### config.mk
export PLATFORM = sky130hd
export DESIGN_NAME = ipv4_tcp_fragment_splitter_unit
export DESIGN_NICKNAME = d
export VERILOG_FILES = /design/src/ipfrag_pkg.sv /design/src/ipfrag_front.sv /design/src/ipfrag_back.sv /design/src/ipv4_tcp_fragment_splitter_unit.sv
export SDC_FILE = /design/constraint.sdc
export NUM_CORES = 1
export LEC_CHECK = 0
export BUFFER_PORTS_ARGS = -buffer_cell sky130_fd_sc_hd__buf_2
export CAP_MARGIN = 20
export CORE_ASPECT_RATIO = 1.75
export CORE_MARGIN = 2
export CORE_UTILIZATION = 50
export DETAILED_ROUTE_END_ITERATION = 7
export PLACE_DENSITY = 0.7
export SLEW_MARGIN = 15
export SYNTH_ARGS = -nofsm -noshare
export SYNTH_HDL_FRONTEND = slang
export SYNTH_SLANG_ARGS = --single-unit
### constraint.sdc
create_clock -name clock -period 19.73 [get_ports clock]
set_input_delay 1.973 -clock clock [delete_from_list [all_inputs] [get_ports clock]]
set_output_delay 1.973 -clock clock [all_outputs]
set_load 0.01 [all_outputs]
### src/ipfrag_pkg.sv
`timescale 1ns / 1ps
// ----------------------------------------------------------------------------
// ipfrag_pkg
// Shared types and constants of the IPv4 TCP fragment splitter.
// ----------------------------------------------------------------------------
package ipfrag_pkg;

   localparam int unsigned MAX_FRAME_PAYLOAD = 16384;
   localparam int unsigned LINK_HEADER_BYTES = 14;

   localparam logic [10:0] MTU_RESET = 11'd512;
   localparam logic [10:0] MTU_MIN   = 11'd256;
   localparam logic [10:0] MTU_MAX   = 11'd1500;
   localparam logic [7:0]  PROTO_TCP = 8'd6;

   localparam int unsigned MF_BIT = 13;
   localparam int unsigned DF_BIT = 14;

   typedef enum logic [1:0] {
      KIND_PASS  = 2'd0,
      KIND_EMPTY = 2'd1,
      KIND_SPLIT = 2'd2
   } ipfrag_kind_type;

   typedef enum logic {
      ST_IDLE = 1'b0,
      ST_RUN  = 1'b1
   } ipfrag_state_type;

   // one classified packet, as queued between front and back
   typedef struct packed {
      ipfrag_kind_type kind;
      logic [5:0]      header_length;
      logic [14:0]     remain;
      logic [15:0]     offset;
      logic [14:0]     start;
      logic            orig_mf;
      logic [15:0]     partial_sum;
      logic [10:0]     mtu;
   } ipfrag_job_type;

endpackage

### src/ipfrag_front.sv
`timescale 1ns / 1ps
// ----------------------------------------------------------------------------
// ipfrag_front
// Accepts packet descriptors, classifies them and queues the jobs.
// ----------------------------------------------------------------------------
module ipfrag_front
   import ipfrag_pkg::*;
(
   input  logic           clock,
   input  logic           reset,
   input  logic           start,
   output logic           busy,
   input  logic [7:0]     req_protocol,
   input  logic [15:0]    req_total_length,
   input  logic [5:0]     req_header_length,
   input  logic [14:0]    req_frame_payload_length,
   input  logic [15:0]    req_fragment_field,
   input  logic [15:0]    req_header_partial_sum,
   input  logic [10:0]    mtu_bytes,
   output logic           job_valid,
   output ipfrag_job_type job,
   input  logic           job_pop
);

   localparam logic [14:0] PAYLOAD_CAP = 15'(MAX_FRAME_PAYLOAD);
   localparam logic [14:0] LINK_BYTES  = 15'(LINK_HEADER_BYTES);

   ipfrag_job_type queue_ff [2];
   logic           wr_ptr_ff, wr_ptr_in;
   logic           rd_ptr_ff, rd_ptr_in;
   logic [1:0]     count_ff, count_in;

   logic [10:0]    mtu;
   logic [14:0]    remain;
   logic           accept;
   ipfrag_job_type new_job;

   always_comb begin
      priority if (mtu_bytes < MTU_MIN) begin
         mtu = MTU_MIN;
      end else if (mtu_bytes > MTU_MAX) begin
         mtu = MTU_MAX;
      end else begin
         mtu = mtu_bytes;
      end
      remain = (req_frame_payload_length > PAYLOAD_CAP) ? PAYLOAD_CAP
                                                          : req_frame_payload_length;

      new_job.header_length = req_header_length;
      new_job.remain        = remain;
      new_job.offset        = {req_fragment_field[12:0], 3'b000};
      new_job.start         = LINK_BYTES + {9'd0, req_header_length};
      new_job.orig_mf       = req_fragment_field[MF_BIT];
      new_job.partial_sum   = req_header_partial_sum;
      new_job.mtu           = mtu;
      priority if (req_protocol != PROTO_TCP || req_total_length <= {5'd0, mtu}) begin
         new_job.kind = KIND_PASS;
      end else if (remain == 15'd0) begin
         new_job.kind = KIND_EMPTY;
      end else begin
         new_job.kind = KIND_SPLIT;
      end
   end

   assign busy      = (count_ff == 2'd2);
   assign accept    = start && !busy;
   assign job_valid = (count_ff != 2'd0);
   assign job       = queue_ff[rd_ptr_ff];

   always_comb begin
      wr_ptr_in = accept  ? ~wr_ptr_ff : wr_ptr_ff;
      rd_ptr_in = job_pop ? ~rd_ptr_ff : rd_ptr_ff;
      count_in  = count_ff + {1'b0, accept} - {1'b0, job_pop};
   end

   always_ff @(posedge clock) begin
      if (reset) begin
         wr_ptr_ff <= 1'b0;
         rd_ptr_ff <= 1'b0;
         count_ff  <= 2'd0;
      end else begin
         wr_ptr_ff <= wr_ptr_in;
         rd_ptr_ff <= rd_ptr_in;
         count_ff  <= count_in;
      end
   end

   always_ff @(posedge clock) begin
      if (accept) begin
         queue_ff[wr_ptr_ff] <= new_job;
      end
   end

endmodule

### src/ipfrag_back.sv
`timescale 1ns / 1ps
// ----------------------------------------------------------------------------
// ipfrag_back
// Walks one queued job at a time and emits one result per cycle while running.
// ----------------------------------------------------------------------------
module ipfrag_back
   import ipfrag_pkg::*;
(
   input  logic           clock,
   input  logic           reset,
   input  logic           job_valid,
   input  ipfrag_job_type job,
   output logic           job_pop,
   output logic           rsp_valid,
   output logic           rsp_verdict,
   output logic           rsp_is_fragment,
   output logic           rsp_last,
   output logic [14:0]    rsp_payload_start,
   output logic [10:0]    rsp_payload_length,
   output logic [10:0]    rsp_new_total_length,
   output logic [15:0]    rsp_new_fragment_field,
   output logic [15:0]    rsp_new_checksum
);

   ipfrag_state_type state_ff, state_in;
   ipfrag_job_type   job_ff, job_in;

   logic        valid_ff, valid_in;
   logic        verdict_ff, verdict_in;
   logic        frag_ff, frag_in;
   logic        last_ff, last_in;
   logic [14:0] start_ff, start_in;
   logic [10:0] len_ff, len_in;
   logic [10:0] tot_ff, tot_in;
   logic [15:0] ff_ff, ff_in;
   logic [15:0] csum_ff, csum_in;

   logic [10:0] len;
   logic [14:0] remain_next;
   logic [10:0] tot;
   logic [15:0] ffield;
   logic [17:0] sum;
   logic [16:0] fold1;
   logic [16:0] fold2;
   logic        done;

   // slice arithmetic for the current fragment
   always_comb begin
      len         = (job_ff.remain > {4'd0, job_ff.mtu}) ? job_ff.mtu : job_ff.remain[10:0];
      remain_next = job_ff.remain - {4'd0, len};
      tot         = {5'd0, job_ff.header_length} + len;
      ffield      = {1'b0, 1'b1, (remain_next != 15'd0) || job_ff.orig_mf,
                     job_ff.offset[15:3]};
      sum         = {2'd0, job_ff.partial_sum} + {7'd0, tot} + {2'd0, ffield};
      fold1       = {1'b0, sum[15:0]} + {15'd0, sum[17:16]};
      fold2       = {1'b0, fold1[15:0]} + {16'd0, fold1[16]};
   end

   always_comb begin
      state_in   = state_ff;
      job_in     = job_ff;
      job_pop    = 1'b0;
      done       = 1'b0;
      valid_in   = 1'b0;
      verdict_in = 1'b0;
      frag_in    = 1'b0;
      last_in    = 1'b1;
      start_in   = 15'd0;
      len_in     = 11'd0;
      tot_in     = 11'd0;
      ff_in      = 16'd0;
      csum_in    = 16'd0;

      unique case (state_ff)
         ST_IDLE: begin
            done = 1'b1;
         end
         ST_RUN: begin
            valid_in = 1'b1;
            unique case (job_ff.kind)
               KIND_PASS: begin
                  done = 1'b1;
               end
               KIND_EMPTY: begin
                  verdict_in = 1'b1;
                  done       = 1'b1;
               end
               KIND_SPLIT: begin
                  verdict_in    = 1'b1;
                  frag_in       = 1'b1;
                  last_in       = (remain_next == 15'd0);
                  start_in      = job_ff.start;
                  len_in        = len;
                  tot_in        = tot;
                  ff_in         = ffield;
                  csum_in       = ~fold2[15:0];
                  done          = (remain_next == 15'd0);
                  job_in.remain = remain_next;
                  job_in.start  = job_ff.start + {4'd0, len};
                  job_in.offset = job_ff.offset + {5'd0, len};
               end
               default: begin
                  done = 1'b1;
               end
            endcase
         end
         default: begin
            done = 1'b1;
         end
      endcase

      // pick up the next job as soon as the current one finishes
      if (done) begin
         if (job_valid) begin
            job_pop  = 1'b1;
            job_in   = job;
            state_in = ST_RUN;
         end else begin
            state_in = ST_IDLE;
         end
      end
   end

   always_ff @(posedge clock) begin
      if (reset) begin
         state_ff <= ST_IDLE;
         valid_ff <= 1'b0;
      end else begin
         state_ff <= state_in;
         valid_ff <= valid_in;
      end
   end

   always_ff @(posedge clock) begin
      job_ff     <= job_in;
      verdict_ff <= verdict_in;
      frag_ff    <= frag_in;
      last_ff    <= last_in;
      start_ff   <= start_in;
      len_ff     <= len_in;
      tot_ff     <= tot_in;
      ff_ff      <= ff_in;
      csum_ff    <= csum_in;
   end

   assign rsp_valid              = valid_ff;
   assign rsp_verdict            = verdict_ff;
   assign rsp_is_fragment        = frag_ff;
   assign rsp_last               = last_ff;
   assign rsp_payload_start      = start_ff;
   assign rsp_payload_length     = len_ff;
   assign rsp_new_total_length   = tot_ff;
   assign rsp_new_fragment_field = ff_ff;
   assign rsp_new_checksum       = csum_ff;

   a_pop_needs_job: assert property (@(posedge clock) disable iff (reset)
      job_pop |-> job_valid)
      else $error("job popped from empty queue");

   a_frag_drops: assert property (@(posedge clock) disable iff (reset)
      rsp_valid && rsp_is_fragment |-> rsp_verdict && rsp_payload_length != 11'd0)
      else $error("fragment without drop verdict or payload");

   a_split_runs: assert property (@(posedge clock) disable iff (reset)
      rsp_valid && !rsp_last |=> rsp_valid && rsp_is_fragment)
      else $error("split interrupted before last fragment");

   a_df_set: assert property (@(posedge clock) disable iff (reset)
      rsp_valid && rsp_is_fragment |-> rsp_new_fragment_field[DF_BIT])
      else $error("fragment without DF");

endmodule

### src/ipv4_tcp_fragment_splitter_unit.sv
`timescale 1ns / 1ps
// ----------------------------------------------------------------------------
// ipv4_tcp_fragment_splitter_unit
// Splits oversize IPv4 TCP packet descriptors into fragment descriptors.
// ----------------------------------------------------------------------------
// Usage:
//   Input: drive the req_ fields and raise start; the item is taken at an
//   edge where start is high and busy is low. A two-entry queue sits
//   between the classifier and the fragment sequencer, so busy rises only
//   when two packets are waiting.
//   Output: each result shows for one cycle with rsp_valid high; rsp_last
//   marks the final result of a packet. The receiver cannot stall.
//   Throughput: the sequencer emits one result per cycle while it has a
//   job; a packet yields one result for a pass-through or empty drop,
//   otherwise one per fragment, ceil(payload / mtu), up to 64. An accepted
//   packet passes the queue, job and result registers to its first result.
//   Config: csr_mtu_bytes is written when csr_valid is high (csr_ready is
//   always high); write only while the block is idle.
//   Reset: clears the queue and sequencer and sets the MTU to 512.
// ----------------------------------------------------------------------------
module ipv4_tcp_fragment_splitter_unit
   import ipfrag_pkg::*;
(
   input  logic        clock,
   input  logic        reset,
   input  logic        start,
   output logic        busy,
   input  logic [7:0]  req_protocol,
   input  logic [15:0] req_total_length,
   input  logic [5:0]  req_header_length,
   input  logic [14:0] req_frame_payload_length,
   input  logic [15:0] req_fragment_field,
   input  logic [15:0] req_header_partial_sum,
   input  logic        csr_valid,
   output logic        csr_ready,
   input  logic [10:0] csr_mtu_bytes,
   output logic        rsp_valid,
   output logic        rsp_verdict,
   output logic        rsp_is_fragment,
   output logic        rsp_last,
   output logic [14:0] rsp_payload_start,
   output logic [10:0] rsp_payload_length,
   output logic [10:0] rsp_new_total_length,
   output logic [15:0] rsp_new_fragment_field,
   output logic [15:0] rsp_new_checksum
);

   logic [10:0]    mtu_ff, mtu_in;
   logic           job_valid;
   logic           job_pop;
   ipfrag_job_type job;

   assign csr_ready = 1'b1;
   assign mtu_in    = (csr_valid && csr_ready) ? csr_mtu_bytes : mtu_ff;

   always_ff @(posedge clock) begin
      if (reset) begin
         mtu_ff <= MTU_RESET;
      end else begin
         mtu_ff <= mtu_in;
      end
   end

   ipfrag_front u_front (
      .clock                    (clock),
      .reset                    (reset),
      .start                    (start),
      .busy                     (busy),
      .req_protocol             (req_protocol),
      .req_total_length         (req_total_length),
      .req_header_length        (req_header_length),
      .req_frame_payload_length (req_frame_payload_length),
      .req_fragment_field       (req_fragment_field),
      .req_header_partial_sum   (req_header_partial_sum),
      .mtu_bytes                (mtu_ff),
      .job_valid                (job_valid),
      .job                      (job),
      .job_pop                  (job_pop)
   );

   ipfrag_back u_back (
      .clock                  (clock),
      .reset                  (reset),
      .job_valid              (job_valid),
      .job                    (job),
      .job_pop                (job_pop),
      .rsp_valid              (rsp_valid),
      .rsp_verdict            (rsp_verdict),
      .rsp_is_fragment        (rsp_is_fragment),
      .rsp_last               (rsp_last),
      .rsp_payload_start      (rsp_payload_start),
      .rsp_payload_length     (rsp_payload_length),
      .rsp_new_total_length   (rsp_new_total_length),
      .rsp_new_fragment_field (rsp_new_fragment_field),
      .rsp_new_checksum       (rsp_new_checksum)
   );

endmodule
==> impl_metrics.toml, run 1 <==
[clocking]
ctsResizeCount = 0
clk_latency_ns = 0.59
cts-root-buf = "clkbuf_16"
cts_hold_buf = 0
h-tree-depth = 1
tritoncts = "done"
cts_buffers = 30
post_cts_buffers = 0
clkTransAtPathRegs_ns = 0.07
cts_sinks = 310
clk_path_buf_depth = 3

[global_route]
busiest_layer = "met2"
grt.met3_usage_pct = 2.68
grt_first_pass_wirelength_um = 59300
met1_usage_pct = 24.3
grt_usage_pct = 23.9
grt_pass1_vias = 11300
antenna_found_initial = 0
grt_max_degree = 71
use_met2_pct = 43.9
grt_overflow = 0

[layout]
nets = 1731
fillCellCount = 2618
final_cell_mix = "176 x edfxtp_1, 162 x buf_2, 133 x dfxtp_1"
layout_commonest_cell = "edfxtp_1"
area_delta_synth_final_pct = 14.1
stdcell_area_um2 = 17800
antenna_cells = 0
drive_gt1_share_pct = 19.7
fin_cells = 1950

[worst_setup_path]
r2r_slack_ns = 9.06
max_stage_delay_ns = 0.74
worst_setup_path_start_kind = "flip-flop"
cp_max_fo = 7
slowest_stage = "nor3b_1"
crit_arrival_ns = 11.13
worst_setup_path_end_kind = "flip-flop"
crit_required_ns = 20.19
cpMostUsedCell = "ha_1"
crit_type = "flip-flop to flip-flop"

[route]
viasPerCell = 5.61
ant_nets = 0
drc = 0
vias = 10900
drt_pass1_iterations = 5
wirelength_um = 38500
drt_iter0_markers = 498
wire_per_inst_um = 19.7

[timing]
fin_ws_ns = 9.06
hold_viol = 0
tns_ns = 0
drv_slew = 0
slew_headroom_pct = 33.1
max_freq_mhz = 93.7
worstMarginPinSlew_ns = 1.00
rsz0062_at_grt = "false"
fin_skew_ns = 0.0261
fin_crit_ns = 10.67
min_period_over_period_pct = 54.1
setup_viol = 0

[placement]
post_dp_cell_area_um2 = 16800
pre_cts_ws_ns = 9.20
place_inst = 1894
gp_congestion = 0.916
dpl.hpwl_um = 28700
io_buffers = 162

[logic_synthesis]
synth_edf_count = 176
postSynthCellCount = 1382
yosysSeqAreaShare_pct = 50.9
ys_ff_latch = 310
avgSynthCellArea_um2 = 11.3
syn-cell-area_um2 = 15600
syn_nets = 1578
async_reset_ff_share_pct = 0
ys_types = 93
ys.flop_type = "edfxtp_1"
ys_warn_count = 0

[die]
ios = 167
die_y_um = 238
dieWidth_um = 138
placementRows = 85
core_area_um2 = 30800
start_util_pct = 50.7
die_area_um2 = 32800

[run_status]
status = "finished, final reports clean"

[job]
cap_viol_max_count = 0

[min_path]
hp-class = "flip-flop to flip-flop"
cell usage after synthesis (18+ instances only):
library cell	count	share of area [%]
a21o_1	25	1.2
a21oi_1	50	1.6
and2_1	21	0.84
and3_1	38	1.5
clkbuf_1	29	0.70
dfxtp_1	134	17
edfxtp_1	176	34
ha_1	97	7.8
inv_1	71	1.7
mux2_2	40	2.9
mux2i_1	58	3.7
nand2_1	58	1.4
nor2_1	126	3.0
nor2b_1	36	1.4
nor3_1	18	0.58
o21a_1	21	1.0
o21ai_0	48	1.5
xnor2_1	58	3.2
xor2_1	26	1.5
routing by layer:
| metal | vias up | share of wire, % |
|---|---|---|
| li1 | 5351 | - |
| met1 | 5203 | 35 |
| met2 | 280 | 53 |
| met3 | 109 | 3.5 |
| met4 | 0 | 8.1 |
| met5 | - | 0 |
critical path, delay by kind of cell, from the launching register on:
kind / cells / cell delay (ns)
AOI/OAI and AO/OA: 17 / 3.64
xor gates and xnor gates: 4 / 1.20
and+or+nand+nor: 13 / 3.10
buffers and inverters: 2 / 0.13
adders and majority gates: 6 / 2.05
DFF: 1 / 0.43
stage by stage:
stage               hold slack (ns)  utilization (%)
detailed placement            0.459             54.4
CTS                           0.475             57.9
global route                  0.491             57.9
floorplan                     0.431                -
finish                        0.474             57.9
global placement              0.447             54.4
cell type report:
type	count	area [um2]	share of cell area, %
Multi-Input combinational cell	947	7140	40.0
Sequential cell	310	7970	44.7
Inverter	74	285	1.60
Clock inverter	18	287	1.61
Clock buffer	38	791	4.43
Timing Repair Buffer	172	886	4.96
Tap cell	391	489	2.74
final timing paths:
path                          start                      endpoint  cells past startpoint
hold / removal    u_back.job_ff[41]  u_back.rsp_payload_start[13]                      2
setup / recovery   u_back.job_ff[6]   u_back.rsp_new_checksum[15]                     42
setup reg to reg   u_back.job_ff[6]   u_back.rsp_new_checksum[15]                     42
hold reg to reg   u_back.job_ff[41]  u_back.rsp_payload_start[13]                      2
state kept, by name, summed over array words and instances (netlist names), 2 cells and up, named ones only:
register	cells
u_front.queue_ff	140
u_back.rsp_payload_start	15
mtu_ff	11
u_back.job_ff	69
u_back.ffield	13
u_back.rsp_new_total_length	11
u_back.rsp_new_checksum	16
u_back.rsp_new_fragment_field	14
u_front.count_ff	2
u_back.rsp_payload_length	11
cells by family after synthesis:
kind of cell	Yosys count	share of synthesized area, %
AO/OA/AOI/OAI	263	12.5
buffers and inverters	125	3.51
other	2	0.0480
XOR/XNOR	84	4.70
multiplexers	98	6.59
adder cells (fa/ha/maj)	104	8.65
flip-flops	310	50.9
AND/OR/NAND/NOR	396	13.1
Power of run 1 is left out: the tool's default activity adds up to more than one toggle a clock period on the data nets, which glitch-free logic cannot reach.
==> run 2: changes to the inputs <==
==> constraint.sdc (replaced) <==
create_clock -name clock -period 9.85 [get_ports clock]
set_input_delay 0.985 -clock clock [delete_from_list [all_inputs] [get_ports clock]]
set_output_delay 0.985 -clock clock [all_outputs]
set_load 0.01 [all_outputs]
==> run 2 against run 1 <==
Critical path depth increased by 7; fmax rose by 15%; utilization grew 0.90 points; design area rose by 1.6%; clock skew is 0.0092 ns lower; setup slack got worse by 8.5 ns; via count up 1.3%; flip-flop and latch count is the same; non-clock buffer count up 29; register-to-register slack worse by 8.5 ns; cell count up 1.4%; worst hold slack improved by 0.0031 ns; critical path type unchanged; highest routed layer unchanged.
==> impl_metrics.toml, run 2 (synthesis gave the netlist of run 1 again) <==
[clocking]
cts_hold_buf = 0
cts_buffers = 29
clk_latency_ns = 0.57
h-tree-depth = 1
clk_path_buf_depth = 3
clkTransAtPathRegs_ns = 0.07
cts-root-buf = "clkbuf_16"
cts_sinks = 310
tritoncts = "done"

[min_path]
hp-start = "u_back.job_ff[45]"
hp-class = "flip-flop to flip-flop"
holdPathStages = 2
hold-path-endpoint = "u_back.job_ff[45]"

[run_status]
status = "finished, final reports clean"

[worst_setup_path]
max_stage_delay_ns = 0.35
crit_arrival_ns = 9.71
worstRegToRegCells = 49
r2r_end = "u_back.rsp_new_checksum[12]"
crit-reg2reg-launch = "u_back.job_ff[2]"
r2r_slack_ns = 0.57
cp_max_fo = 6
worst_setup_path_start_kind = "flip-flop"
worst_setup_path_end_kind = "flip-flop"
crit_required_ns = 10.28
crit_type = "flip-flop to flip-flop"
slowest_stage = "edfxtp_1"
cpMostUsedCell = "ha_1"

[placement]
post_dp_cell_area_um2 = 17000
pre_cts_ws_ns = 0.159
io_buffers = 162
gp_congestion = 0.903
dpl.hpwl_um = 29700

[timing]
hold_viol = 0
min_period_over_period_pct = 94.2
max_freq_mhz = 108
tns_ns = 0
setup_viol = 0
drv_slew = 0
worstMarginPinSlew_ns = 1.02
slew_headroom_pct = 31.4
fin_ws_ns = 0.569
fin_skew_ns = 0.0169
fin_crit_ns = 9.28

[die]
start_util_pct = 50.7
ios = 167
dieWidth_um = 138
die_area_um2 = 32800
core_area_um2 = 30800
placementRows = 85
die_y_um = 238

[layout]
regMostFlops = "u_front.queue_ff"
layout_commonest_cell = "edfxtp_1"
fillCellCount = 2621
final_core_util_pct = 58.8
final_cell_mix = "176 x edfxtp_1, 162 x buf_2, 133 x dfxtp_1"
area_delta_synth_final_pct = 15.9
largest_reg_flops = 140
drive_gt1_share_pct = 22.1
stdcell_area_um2 = 18100
antenna_cells = 0
nets = 1759

[global_route]
grt_overflow = 0
grt_pass1_vias = 11300
grt_usage_pct = 24.3
antenna_found_initial = 0
grt_first_pass_wirelength_um = 60600
grt_max_degree = 71

[route]
drc = 0
vias = 11100
wirelength_um = 39300
wire_per_inst_um = 19.9
drt_pass1_iterations = 5
ant_nets = 0
viasPerCell = 5.61
drt_iter0_markers = 665

[job]
cap_viol_max_count = 0
-- run 2: cell count changes in the layout (fill, tap and decap cells not counted), moves of 3 or more --
cell	delta
buf_4	+29
clkbuf_1	-3
inv_6	+3
xnor2_1	-4
xnor2_2	+4
-- run 2: what timing repair did --
| action | in CTS | in global routing |
|---|---|---|
| setup endpoints to repair | 0 | 11 |
| endpoints found under the hold margin | 0 | 0 |
| resized for setup | 0 | 17 |
| setup buffers | 0 | 0 |
-- run 2: critical path, delay by kind of cell (launching register included) --
kind            cells  cell delay (ns)
compound gates     19             3.09
flops               1             0.35
buf+inv             3             0.36
mux                 1             0.26
simple gates       15             2.44
xor+xnor            3             0.49
fa+ha+maj           8             2.13
-- run 2: stage by stage --
stage | cells | hold WS, ns
after floorplan | 1382 | 0.431
after global routing | 1977 | 0.498
after global placement | 1923 | 0.446
after detailed placement | 1923 | 0.455
final | 1977 | 0.477
after CTS | 1977 | 0.471
-- run 2: routing by layer --
layer	share of wire, %	global-route usage (%)	wire, um
met3	3.5	2.89	1380
met1	35	24.7	13700
met5	0	0	0
met4	7.1	15.9	2790
met2	54	45.6	21400
-- run 2: layout make-up --
type                            count  area (um2)  area share, %
Clock inverter                     17         251           1.39
Inverter                           74         285           1.57
Clock buffer                       37         807           4.45
Timing Repair Buffer              201        1100           6.09
Tap cell                          391         489           2.70
Multi-Input combinational cell    947        7220           39.8
Sequential cell                   310        7970           44.0
-- run 2: worst max path at each step --
stage                                 from                     endpoint  cells past startpoint
final                     u_back.job_ff[2]  u_back.rsp_new_checksum[12]                     49
after global placement    u_back.job_ff[2]  u_back.rsp_new_checksum[12]                     48
after global routing      u_back.job_ff[2]  u_back.rsp_new_checksum[12]                     50
after floorplan           u_back.job_ff[2]  u_back.rsp_new_checksum[12]                     50
after CTS                 u_back.job_ff[2]  u_back.rsp_new_checksum[12]                     47
after detailed placement  u_back.job_ff[2]  u_back.rsp_new_checksum[12]                     47
Power of run 2 is left out for the same reason.
==> run 3: changes to the inputs <==
--- a/config.mk
+++ b/config.mk
@@ -11,7 +11,7 @@
 export CORE_MARGIN = 2
 export CORE_UTILIZATION = 50
 export DETAILED_ROUTE_END_ITERATION = 7
-export PLACE_DENSITY = 0.7
+export PLACE_DENSITY = 0.8
 export SLEW_MARGIN = 15
 export SYNTH_ARGS = -nofsm -noshare
 export SYNTH_HDL_FRONTEND = slang
==> run 3 against run 2 <==
Worst hold slack got worse by 0.016 ns; global-route usage shrank 0.90 points; clock skew is 0.0060 ns higher; via count increased by 1.4%; setup slack better by 0.025 ns; cell count decreased by 0.25%; die area unchanged; non-clock buffer count decreased by 3; count of clock-buffer cells in the layout fell by 1.
==> impl_metrics.toml, run 3 (synthesis gave the netlist of run 1 again) <==
[layout]
largest_reg_flops = 140
drive_gt1_share_pct = 22.3
final_core_util_pct = 58.5
regMostFlops = "u_front.queue_ff"
layout_commonest_cell = "edfxtp_1"
area_delta_synth_final_pct = 15.3
nets = 1755
antenna_cells = 0
final_cell_mix = "176 x edfxtp_1, 162 x buf_2, 133 x dfxtp_1"

[global_route]
grt_first_pass_wirelength_um = 59100
grt_pass1_vias = 11500
antenna_found_initial = 1
grt_max_degree = 72
grt_overflow = 0
grt_usage_pct = 23.4

[route]
ant_nets = 0
drc = 0
drt_iter0_markers = 645
viasPerCell = 5.70
wire_per_inst_um = 19.4
drt_pass1_iterations = 5
wirelength_um = 38300
vias = 11200

[min_path]
hp-start = "u_back.job_ff[28]"
hp-class = "flip-flop to flip-flop"
hold-path-endpoint = "u_back.rsp_payload_start[0]"
holdPathStages = 2

[worst_setup_path]
worst_setup_path_start_kind = "flip-flop"
crit_arrival_ns = 9.67
crit_family = "compound AO/OA/AOI/OAI gates"
r2r_end = "u_back.rsp_new_checksum[8]"
crit_required_ns = 10.27
worstRegToRegCells = 50
cp_max_fo = 6
crit-reg2reg-launch = "u_back.job_ff[2]"
max_stage_delay_ns = 0.42
r2r_slack_ns = 0.59
crit_buf_inv = 3
crit_type = "flip-flop to flip-flop"
worst_setup_path_end_kind = "flip-flop"
cpMostUsedCell = "ha_1"
slowest_stage = "fa_1"

[timing]
worstMarginPinSlew_ns = 1.06
setup_viol = 0
drv_slew = 0
hold_viol = 0
slew_headroom_pct = 29.0
whs_ns = 0.462
min_period_over_period_pct = 94.0
fin_skew_ns = 0.0229
fin_crit_ns = 9.26
max_freq_mhz = 108

[die]
ios = 167
core_area_um2 = 30800
die_y_um = 238
dieWidth_um = 138
placementRows = 85
start_util_pct = 50.7
die_area_um2 = 32800

[clocking]
h-tree-depth = 1
cts_hold_buf = 0
clkTransAtPathRegs_ns = 0.07
cts_buffers = 28
clk_path_buf_depth = 3
cts_sinks = 310
tritoncts = "done"
cts-root-buf = "clkbuf_16"
clk_latency_ns = 0.56

[job]
cap_viol_max_count = 0

[run_status]
status = "finished, final reports clean"

[placement]
gp_congestion = 0.960
dpl.hpwl_um = 28700
io_buffers = 162
[run 3: cell count changes in the layout (fill, tap and decap cells not counted), sizes merged]
cell	change
clkinvlp	+1
buf	-3
bufinv	-4
clkbuf	-1
inv	+2
[run 3: repair_timing]
action,in CTS,in global routing
endpoints found under the setup margin,0,12
hold endpoints to repair,0,0
resized for setup,0,23
buffers inserted,0,1
[run 3: how the worst max path moves through the flow]
stage                                              to  cells past startpoint             start  slack (ns)
after global routing      u_back.rsp_new_checksum[12]                     49  u_back.job_ff[2]       -0.01
after detailed placement  u_back.rsp_new_checksum[12]                     49  u_back.job_ff[2]        0.07
after CTS                 u_back.rsp_new_checksum[12]                     49  u_back.job_ff[2]        0.02
after global placement    u_back.rsp_new_checksum[12]                     47  u_back.job_ff[2]        0.29
final                      u_back.rsp_new_checksum[8]                     50  u_back.job_ff[2]        0.59
after floorplan           u_back.rsp_new_checksum[12]                     50  u_back.job_ff[2]        0.90
[run 3: through the flow]
step,cell area [um2],setup TNS (ns),worst slack (ns),cells
2_1_floorplan,15600,0,0.900,1382
3_3_place_gp,17000,0,0.290,1919
3_5_place_dp,17000,0,0.0730,1919
4_1_cts,17900,0,0.0160,1971
5_1_grt,18000,-0.0282,-0.0149,1972
6_report,18000,0,0.594,1972
[run 3: cell type report]
class | count | area, um2
well taps | 391 | 489
repair buffers | 198 | 1080
inverters | 74 | 285
clock buffers | 36 | 807
multi-input cells | 947 | 7260
fillers | 2539 | 12800
clock inverters | 16 | 155
flip-flops and latches | 310 | 7970
[run 3: per-layer routing]
metal  vias to the layer above  part of all wire [%]  global-route usage [%]
li1                       5397                     -                       -
met1                      5345                    35                    23.9
met2                       366                    53                    43.9
met3                       134                   4.2                    2.91
met4                         0                   7.6                    15.0
met5                         -                     0                       0
[run 3: worst min-delay path, cell delays in order (launching register included)]
cell	delay, ns
dfxtp_1	0.31
inv_1	0.07
nor2_1	0.05
Power of run 3 is left out for the same reason.
